## config.mk

```make
export PLATFORM = sky130hd
export DESIGN_NAME = dedup_lifo_stack
export DESIGN_NICKNAME = d
export VERILOG_FILES = /design/src/rtl/dls_pkg.sv /design/src/rtl/dls_cell.sv /design/src/rtl/dedup_lifo_stack.sv
export SDC_FILE = /design/constraint.sdc
export NUM_CORES = 1
export LEC_CHECK = 0
export BUFFER_PORTS_ARGS = -buffer_cell sky130_fd_sc_hd__buf_2
export CAP_MARGIN = 20
export CORE_AREA = 2 2 337 172
export CTS_BUF_LIST = sky130_fd_sc_hd__clkbuf_4
export DETAILED_ROUTE_END_ITERATION = 10
export DIE_AREA = 0 0 339 174
export PLACE_DENSITY = 0.88
export SYNTH_ARGS = -nofsm -noshare
export SYNTH_HDL_FRONTEND = slang
export SYNTH_SLANG_ARGS = --single-unit
```

## constraint.sdc

```tcl
create_clock -name clk -period 51.7 [get_ports clk]
set_input_delay 7.755 -clock clk [delete_from_list [all_inputs] [get_ports clk]]
set_output_delay 7.755 -clock clk [all_outputs]
set_load 0.05 [all_outputs]
```

## src/rtl/dls_pkg.sv

```systemverilog
`default_nettype none

package dls_pkg;

  // Default geometry of the stack.
  localparam int unsigned DEPTH_DEF      = 16;
  localparam int unsigned ITEM_WIDTH_DEF = 32;

  // Fixed field widths of the transaction payloads.
  localparam int unsigned MODE_W  = 2;
  localparam int unsigned VALUE_W = 32;
  localparam int unsigned COUNT_W = $clog2(DEPTH_DEF + 1);

  // Operation codes carried in the mode field. Code 3 is unused.
  typedef enum logic [MODE_W-1:0] {
    MODE_PUSH = 2'd0,
    MODE_POP  = 2'd1,
    MODE_TOP  = 2'd2
  } mode_t;

  typedef struct packed {
    logic [MODE_W-1:0]  mode;
    logic [VALUE_W-1:0] item_value;
  } in_item_t;

  typedef struct packed {
    logic               status;
    logic               was_present;
    logic [VALUE_W-1:0] top_value;
    logic               is_empty;
    logic [COUNT_W-1:0] entry_count;
  } out_item_t;

  // Shift command broadcast to every cell of the chain.
  typedef struct packed {
    logic push;
    logic pop;
  } shift_ctl_t;

endpackage

`default_nettype wire

```

## src/rtl/dls_cell.sv

```systemverilog
`default_nettype none

module dls_cell
  import dls_pkg::*;
#(
  parameter int unsigned ITEM_WIDTH = ITEM_WIDTH_DEF
) (
  input  wire logic                  clk,
  input  wire shift_ctl_t            ctl,
  input  wire logic [ITEM_WIDTH-1:0] up_data,
  input  wire logic [ITEM_WIDTH-1:0] dn_data,
  input  wire logic [ITEM_WIDTH-1:0] cmp_value,
  input  wire logic                  occupied,
  output logic      [ITEM_WIDTH-1:0] data,
  output logic                       hit
);

  logic [ITEM_WIDTH-1:0] data_r;
  logic [ITEM_WIDTH-1:0] data_nxt;

  // A push moves every entry one place away from the top, a pop one place toward it.
  always_comb begin
    if (ctl.push) begin
      data_nxt = up_data;
    end else if (ctl.pop) begin
      data_nxt = dn_data;
    end else begin
      data_nxt = data_r;
    end
  end

  always_ff @(posedge clk) begin
    data_r <= data_nxt;
  end

  assign data = data_r;
  assign hit  = occupied && (data_r == cmp_value);

endmodule

`default_nettype wire

```

## src/rtl/dedup_lifo_stack.sv

```systemverilog
`default_nettype none

// Channel   Direction  Handshake          Payload
// in_       input      in_valid/in_stall  in_data   (in_item_t: mode, item_value)
// out_      output     out_valid/out_stall out_data (out_item_t: status .. entry_count)
//
// The duplicate search is done by one comparator per cell in parallel, and the
// result is registered in the output stage.
// A new transaction is taken every cycle while the output stage is free or drains.
// Reset clears the entry count and the output valid; entry storage is not cleared.
// While out_stall holds a waiting result, in_stall is raised and the stack holds still.

module dedup_lifo_stack
  import dls_pkg::*;
#(
  parameter int unsigned DEPTH      = DEPTH_DEF,
  parameter int unsigned ITEM_WIDTH = ITEM_WIDTH_DEF
) (
  input  wire logic      clk,
  input  wire logic      rst_n,
  input  wire logic      in_valid,
  output logic           in_stall,
  input  wire in_item_t  in_data,
  output logic           out_valid,
  input  wire logic      out_stall,
  output out_item_t      out_data
);

  localparam int unsigned CNT_W = $clog2(DEPTH + 1);

  // Stack occupancy. Cell 0 holds the top of the stack.
  logic [CNT_W-1:0]      count_r;
  logic [CNT_W-1:0]      count_nxt;

  logic                  out_valid_r;
  logic                  out_valid_nxt;
  out_item_t             out_data_r;
  out_item_t             out_data_nxt;

  logic                  accept;
  logic [ITEM_WIDTH-1:0] push_value;
  logic [ITEM_WIDTH-1:0] cell_q [DEPTH];
  logic [DEPTH-1:0]      hit;
  logic                  found;
  logic                  full;
  logic                  empty;
  shift_ctl_t            ctl;

  // The stage is blocked only when its registered result cannot leave this cycle.
  assign in_stall = out_valid_r && out_stall;
  assign accept   = in_valid && !in_stall;

  // Only the low ITEM_WIDTH bits of the pushed value are stored and compared.
  assign push_value = ITEM_WIDTH'(in_data.item_value);

  // The chain of cells. Each cell compares its entry against the incoming value
  // and takes its neighbor's entry whenever the stack shifts; on a push cell 0 takes the pushed value.
  for (genvar i = 0; i < DEPTH; i++) begin : g_cell
    logic [ITEM_WIDTH-1:0] up_d;
    logic [ITEM_WIDTH-1:0] dn_d;
    logic                  occ;

    if (i == 0) begin : g_first
      assign up_d = push_value;
    end else begin : g_mid_up
      assign up_d = cell_q[i-1];
    end

    if (i == DEPTH - 1) begin : g_last
      assign dn_d = cell_q[i];
    end else begin : g_mid_dn
      assign dn_d = cell_q[i+1];
    end

    // Only cells that currently hold an entry take part in the duplicate search.
    assign occ = (CNT_W'(i) < count_r);

    dls_cell #(
      .ITEM_WIDTH (ITEM_WIDTH)
    ) u_cell (
      .clk       (clk),
      .ctl       (ctl),
      .up_data   (up_d),
      .dn_data   (dn_d),
      .cmp_value (push_value),
      .occupied  (occ),
      .data      (cell_q[i]),
      .hit       (hit[i])
    );
  end

  assign found = |hit;
  assign full  = (count_r == CNT_W'(DEPTH));
  assign empty = (count_r == '0);

  // Operation decode. The duplicate check takes precedence over the full check,
  // so a duplicate push on a full stack still succeeds. The unused mode code
  // fails and leaves the stack unchanged.
  always_comb begin
    ctl                      = '0;
    count_nxt                = count_r;
    out_data_nxt             = '0;
    out_data_nxt.status      = 1'b1;
    if (accept) begin
      unique case (in_data.mode)
        MODE_PUSH: begin
          if (found) begin
            out_data_nxt.status      = 1'b0;
            out_data_nxt.was_present = 1'b1;
          end else if (!full) begin
            ctl.push                 = 1'b1;
            count_nxt                = count_r + CNT_W'(1);
            out_data_nxt.status      = 1'b0;
          end
        end
        MODE_POP: begin
          if (!empty) begin
            ctl.pop                  = 1'b1;
            count_nxt                = count_r - CNT_W'(1);
            out_data_nxt.status      = 1'b0;
          end
        end
        MODE_TOP: begin
          if (!empty) begin
            out_data_nxt.status      = 1'b0;
            out_data_nxt.top_value   = VALUE_W'(cell_q[0]);
          end
        end
        default: begin
          out_data_nxt.status        = 1'b1;
        end
      endcase
    end
    out_data_nxt.is_empty    = (count_nxt == '0);
    out_data_nxt.entry_count = COUNT_W'(count_nxt);
  end

  // Output stage: loads on every accepted transaction, empties when taken.
  always_comb begin
    if (accept) begin
      out_valid_nxt = 1'b1;
    end else if (!out_stall) begin
      out_valid_nxt = 1'b0;
    end else begin
      out_valid_nxt = out_valid_r;
    end
  end

  always_ff @(posedge clk) begin
    if (!rst_n) begin
      count_r     <= '0;
      out_valid_r <= 1'b0;
    end else begin
      count_r     <= count_nxt;
      out_valid_r <= out_valid_nxt;
    end
  end

  always_ff @(posedge clk) begin
    if (accept) begin
      out_data_r <= out_data_nxt;
    end
  end

  assign out_valid = out_valid_r;
  assign out_data  = out_data_r;

endmodule

`default_nettype wire

```

### Word-level counts from Yosys, hierarchy flattened

Index checks and enable logic that the tools add are counted.

| storage, ports and cells | value |
|---|---|
| register bits after elaboration | 558 |
| logic and storage cells | 136 |
| output and inout bits | 42 |

| cells by class | value |
|---|---|
| muxes and demuxes | 48 |
| reductions and logical operators | 26 |
| $add $sub $neg | 2 |
| magnitude comparators | 16 |
| equality and inequality tests | 20 |
| bitwise logic cells | 1 |

Operators by type and width:

| cell | number |
|---|---|
| $mux 32 | 30 |
| $eq 32x32->1 | 16 |
| $lt 4x5->1 const A | 8 |
| $lt 3x5->1 const A | 4 |
| $mux 5 | 4 |
| $logic_and 1x1->1 | 18 |
| $reduce_or 16->1 | 1 |
| $mux 1 | 11 |
| $logic_not 5->1 | 2 |
| $lt 1x5->1 const A | 2 |
| $lt 2x5->1 const A | 2 |
| $pmux 5 s2 | 1 |
| $add 5x1->5 const B | 1 |
| $eq 5x5->1 const B | 1 |
| $sub 5x1->5 const B | 1 |
| $reduce_or 2->1 | 2 |
| $eq 2x1->1 const B | 1 |
| $eq 2x2->1 const B | 1 |
| $logic_not 2->1 | 1 |
| $mux 2 | 1 |
| $ne 2x1->1 const B | 1 |
| $pmux 1 s2 | 1 |
| $reduce_bool 2->1 | 1 |
| $logic_not 1->1 | 1 |
| $not 1->1 | 1 |

### Logic depth before layout (Yosys ltp)

| logic depth | value |
|---|---|
| word-level depth | 8 |
| depth in mapped cells | 14 |

### By module

Synthesis repeated with hierarchy kept, for this count alone.

| unflattened totals | value |
|---|---|
| cells, all modules | 2007 |
| area, all modules | 29524.6 sq um |

By module, submodules not included:

| module | sequential area each (sq um) | area each (sq um) | cells each | instances |
|---|---|---|---|---|
| dls_cell | 960.9 | 1702.9 | 113 | 16 |
| dedup_lifo_stack | 1321.3 | 2278.4 | 199 | 1 |

### Worst setup path after synthesis

Ideal clock, no wire load.

| path | value |
|---|---|
| path kind | in2reg |
| start | input out_stall |
| end | register out_data_r (netlist bit out_data[5]), data pin |
| path slack | 1.807 ns |
| setup time | 0.306 ns |
| cell stages on the path | 6 |
| arrival | 49.587 ns |
| required time | 51.394 ns |
| cell sequence | and2_1 nor2b_1 nand2_1 o31ai_1 mux2_2 nor4b_2 |

RTL lines:

| element | line | text |
|---|---|---|
| start, declared | dedup_lifo_stack.sv:25 | `input wire logic out_stall,` |
| end signal, assigned | dedup_lifo_stack.sv:161 | `out_data_r <= out_data_nxt;` |
| end, declared | dedup_lifo_stack.sv:37 | `out_item_t out_data_r;` |

### Final worst setup path

| path | value |
|---|---|
| start | input out_stall |
| end | output in_stall |

| between the ends | value |
|---|---|
| cells in the longest elaborated chain, start to end | 1 |

Ends and longest elaborated chain:

| element | line | text |
|---|---|---|
| $logic_and 1x1->1 | dedup_lifo_stack.sv:50 | `assign in_stall = out_valid_r && out_stall;` |
| end, declared | dedup_lifo_stack.sv:22 | `output logic in_stall,` |

Every way passes these cells.

==> results.txt <==
----------------------------------------------------
[Critical path]
  Gate family responsible for the most delay along the worst path ... buffers and inverters
  Type of destination of the critical path ... output port
  Most frequent cell on the critical path ... sky130_fd_sc_hd__buf_2
  Crit Reg-Reg Endpoint ... g_cell[10].u_cell.data[31]
  Critical Path Stages ... 3
  Required @ worst endpoint ... around 44 ns
  R2R Setup Slk ... 45.29 ns
  CP cell instances ... buf_2 > and2_1 > buf_2
  Nature of the critical path startpoint ... primary input
  Worst EP arrival ... about 8.3 ns
  Crit-path slowest cell ... sky130_fd_sc_hd__buf_2
  Delay contributed by the slowest stage of the critical path ... 0.30 ns
  Largest fanout on the critical path ... 3
  Worst reg2reg path depth ... 11
  Worst Path Class, Setup ... in -> out
  WP buf/inv ... 2
  Worst reg2reg startpoint ... g_cell[9].u_cell.data[31]

[Routing]
  Iteration-0 DRC Markers ... slightly above 4000
  Via density ... 6.73
  DRT antenna net count ... 0
  First-pass DRT Iterations ... 7
  Count of unresolved DRC violations after routing ... 0
  Final routed wirelength across all metal layers ... 113000 um
  Routed wire length per instance ... 35.5 um
  Number of vias after detailed routing ... between 20000 and 25000

[Timing]
  Period utilization ... between 30 and 40%
  Final setup vio count ... 0
  Highest clock frequency the design can meet ... between 60 and 70 MHz
  Shortest clock period the worst path allows after layout ... 16.08 ns
  Final Max Tran Viols ... 0
  Min Hold Slack ... 0.521 ns
  Layout Skew ... about 0.058 ns
  Final hold violation count ... 0
  Setup repair after global routing missed its margin ... false
  Worst max-slew margin expressed relative to the limit ... between 10 and 15%
  Worst-margin pin slew ... about 1.3 ns
  Total Negative Setup Slacks ... 0 ns

[Floorplanning]
  Horizontal die dimension ... ~340 um
  Core footprint ... about 0.056 mm2
  Standard-cell row count ... slightly above 60
  Effective utilization at floorplan ... roughly three fifths
  Num ports ... 80
  Die area ... a little under 0.06 mm2
  Die Span Y ... between 150 and 200 um

[Clock network]
  Clock root buffer master ... sky130_fd_sc_hd__clkbuf_4
  H-tree depth reported by CTS ... 4
  # Post-CTS Setup Buffers ... 0
  TritonCTS buffer count ... approximately 130
  Clock latency at the later pin of the worst-skew pair ... a little over 0.9 ns
  CTS tree ... yes
  Clock-pin slew reported for the worst setup and hold paths after clock tree synthesis ... approximately 0.08 ns
  # clock sinks ... ~560
  Number of gates resized after cts ... 0
  Post-CTS Hold Fix Bufs ... 0
  Number of buffers on the longest clock path ... 3

[Power and ir drop]
  Maximum VDD drop ... around 0.021 mV
  Cell internal power dissipation ... ~770 uW
  Clock power frac ... 35.5%
  LEAKAGE ... between 0.01 and 0.015 uW
  Relative contribution of sequential cells to total power ... 48.9%
  Comb power frac ... 15.6%
  Switching portion of total power ... 29.9%
  Switching component of the power ... approximately 330 uW
  Power Density ... 31.5 mW/mm2

[Run]
  Maximum Capacitance Violations ... 0

[Yosys]
  Yosys synthesis warning count ... 0
  Post-synth EDFFs ... between 500 and 600
  Post-synth net total ... between 2000 and 2500
  Mapped cell area ... roughly 0.033 mm2
  Top FF cell, synth ... sky130_fd_sc_hd__edfxtp_1
  Flip-flop and latch count after synthesis ... roughly 560
  Sequential area share after synthesis ... between 50% and 60%
  Average footprint of a synthesized cell ... between 10 and 15 um2
  Number of cells produced by synthesis ... 2220
  Count of cell types in the netlist ... 63
  Share of async-settable or async-resettable flops after synthesis ... 0%

[Global routing]
  GRT overflow ... 0
  Wire length of the first global-routing pass ... roughly 150000 um
  Number of global-route vias before repair ... about 20000
  GRT Util Overall ... between 30% and 40%
  Largest net degree at the start of global routing ... around 170
  Number of antenna violations at the first check in global routing ... 1

[Placement]
  Gp weighted congestion ... ~1.1
  Cell area reported after detailed placement ... between 0.03 and 0.04 mm2
  Detailed placement HPWL ... roughly 85000 um
  Cell count after placement ... 2953
  Number of I/O port buffers ... between 70 and 80

[Cells and area]
  Layout cell share with drive strength beyond 1 ... between 30% and 40%
  Layout Area Growth over Synthesis ... 6.49%
  Fin nets ... ~2400
  Count of placed standard cells in the final layout, fillers left out ... ~3200
  Seq. cell area ... roughly 0.017 mm2
  Design Area, Final ... around 0.035 mm2
  Total of fill cells in the finished design ... approximately 4300
  Utilization after layout ... around 62%
  Multi-input gate area ... between 0.01 and 0.015 mm2

[Run status]
  Status ... finished, final reports clean

[Min path]
  Worst hold-check path type ... reg -> reg
  Cell depth of the worst min-delay path ... 0
  Hold EP ... g_cell[15].u_cell.data[20]
  Origin of the worst min-delay path ... g_cell[14].u_cell.data[20]

----------------------------------------------------
-- logic make-up after synthesis --
family | after synthesis | share of synthesized area (%)
buffers and inverters | 140 | 3.75
adders and majority gates | 8 | 0.305
and+or+nand+nor | 481 | 8.94
DFF | 558 | 50.9
AOI/OAI and AO/OA | 43 | 0.949
muxes | 479 | 21.4
xor gates and xnor gates | 511 | 13.8
-- cells in the final DEF (no fill, tap or decap), types with 3 or more instances in the layout --
cell type                    netlist  final
sky130_fd_sc_hd__a21oi_1           5      5
sky130_fd_sc_hd__a31oi_1           3      3
sky130_fd_sc_hd__and2_1            8      8
sky130_fd_sc_hd__and3_1           39     39
sky130_fd_sc_hd__and4_1            5      5
sky130_fd_sc_hd__buf_2             9     80
sky130_fd_sc_hd__buf_4            51     18
sky130_fd_sc_hd__bufinv_16         0      4
sky130_fd_sc_hd__clkbuf_4          0    199
sky130_fd_sc_hd__clkinv_1          0     17
sky130_fd_sc_hd__clkinvlp_4        0      3
sky130_fd_sc_hd__dfxtp_1           6      6
sky130_fd_sc_hd__edfxtp_1        552    552
sky130_fd_sc_hd__ha_1              8      8
sky130_fd_sc_hd__inv_1             9      9
sky130_fd_sc_hd__inv_2             0      5
sky130_fd_sc_hd__mux2_1            6      6
sky130_fd_sc_hd__mux2_2           42     42
sky130_fd_sc_hd__mux2_4          430    430
sky130_fd_sc_hd__nand2_1          20     20
sky130_fd_sc_hd__nand3_1          40     40
sky130_fd_sc_hd__nand4_1          97     97
sky130_fd_sc_hd__nand4b_1         10     10
sky130_fd_sc_hd__nor2_1           32     32
sky130_fd_sc_hd__nor2b_1           5      4
sky130_fd_sc_hd__nor3_1           32     32
sky130_fd_sc_hd__nor3b_1           5      5
sky130_fd_sc_hd__nor4_1          151    151
sky130_fd_sc_hd__nor4b_1          10     10
sky130_fd_sc_hd__o21a_1            3      3
sky130_fd_sc_hd__o21ai_0           9      9
sky130_fd_sc_hd__o21ai_1           6      6
sky130_fd_sc_hd__or3_1             5      5
sky130_fd_sc_hd__or4_1             4      4
sky130_fd_sc_hd__xnor2_1         171    171
sky130_fd_sc_hd__xnor2_2           8      8
sky130_fd_sc_hd__xor2_1          332    332
-- synthesized netlist by cell type, types with 2 or more instances --
cell type,number,area [um2]
sky130_fd_sc_hd__nor3b_1,5,37.5
sky130_fd_sc_hd__o31ai_1,3,22.5
sky130_fd_sc_hd__nand3_1,40,200
sky130_fd_sc_hd__xnor2_2,8,130
sky130_fd_sc_hd__nor2_1,32,120
sky130_fd_sc_hd__nor2b_1,5,31.3
sky130_fd_sc_hd__inv_1,9,33.8
sky130_fd_sc_hd__and4_1,5,43.8
sky130_fd_sc_hd__mux2_2,42,473
sky130_fd_sc_hd__ha_1,8,100
sky130_fd_sc_hd__or4_1,4,30.0
sky130_fd_sc_hd__or3_1,5,31.3
sky130_fd_sc_hd__buf_4,51,383
sky130_fd_sc_hd__nor4_2,2,25.0
sky130_fd_sc_hd__o2111ai_1,2,17.5
sky130_fd_sc_hd__nand4_1,97,607
sky130_fd_sc_hd__o21a_1,3,22.5
sky130_fd_sc_hd__a2111oi_0,2,17.5
sky130_fd_sc_hd__xor2_1,332,2910
sky130_fd_sc_hd__nand4b_1,10,87.6
sky130_fd_sc_hd__a21oi_1,5,25.0
sky130_fd_sc_hd__and3_1,39,244
sky130_fd_sc_hd__buf_8,10,150
sky130_fd_sc_hd__dfxtp_1,6,120
sky130_fd_sc_hd__and2_1,8,50.1
sky130_fd_sc_hd__edfxtp_1,552,16600
sky130_fd_sc_hd__or2_2,2,12.5
sky130_fd_sc_hd__a41oi_1,2,17.5
sky130_fd_sc_hd__nor3_1,32,160
sky130_fd_sc_hd__xnor2_1,171,1500
sky130_fd_sc_hd__buf_2,9,45.0
sky130_fd_sc_hd__a31oi_1,3,18.8
sky130_fd_sc_hd__o21ai_1,6,30.0
sky130_fd_sc_hd__nor4_1,151,945
sky130_fd_sc_hd__nor4b_1,10,87.6
sky130_fd_sc_hd__nand2b_1,2,12.5
sky130_fd_sc_hd__mux2_1,6,67.6
sky130_fd_sc_hd__o21ai_0,9,45.0
sky130_fd_sc_hd__nand2_1,20,75.1
sky130_fd_sc_hd__buf_6,52,586
sky130_fd_sc_hd__clkbuf_1,9,33.8
sky130_fd_sc_hd__mux2_4,430,6460
-- power groups by stage --
| stage | registers, uW | clock network (uW) | logic (uW) |
|---|---|---|---|
| 2_1_floorplan | 570 | 0 | 98.7 |
| 3_3_place_gp | 546 | 0 | 153 |
| 3_5_place_dp | 547 | 0 | 155 |
| 4_1_cts | 537 | 392 | 156 |
| 5_1_grt | 539 | 416 | 171 |
| 6_report | 538 | 391 | 171 |
-- per-stage QoR --
stage                     setup WS (ns)  total power (uW)
after floorplan                    1.81               669
after global placement            35.60               700
after detailed placement          35.61               702
after CTS                         35.61              1090
after global routing              35.55              1130
final                             35.62              1100
-- worst max-delay path by stage --
stage          startpoint          end  slack [ns]
6_report        out_stall     in_stall       35.62
5_1_grt         out_stall     in_stall       35.55
4_1_cts         out_stall     in_stall       35.61
3_5_place_dp    out_stall     in_stall       35.61
3_3_place_gp    out_stall     in_stall       35.60
2_1_floorplan   out_stall  out_data[5]        1.81
-- registers in the layout, indices dropped and copies added (netlist names) --
register / count
out_data: 40
count_r: 5
out_valid: 1
g_cell.u_cell.data: 512
-- area by class of cell --
| class | instances | area share (%) |
|---|---|---|
| inverters | 9 | 0.0967 |
| flip-flops and latches | 558 | 47.8 |
| clock inverters | 32 | 0.709 |
| well taps | 768 | 2.75 |
| multi-input cells | 1522 | 42.7 |
| clock buffers | 199 | 4.28 |
| repair buffers | 102 | 1.70 |
| diodes | 1 | 0.00716 |
-- routing by layer --
layer | share of wire (%) | wire, um | GRT usage (%) | vias up
li1 | - | - | - | 8704
met1 | 43 | 49200 | 55.0 | 10829
met5 | 0.52 | 593 | 8.65 | -
met2 | 31 | 35600 | 37.0 | 1778
met4 | 0.81 | 922 | 5.06 | 6
met3 | 24 | 27000 | 35.6 | 151
(Power assumes the default switching activity.)
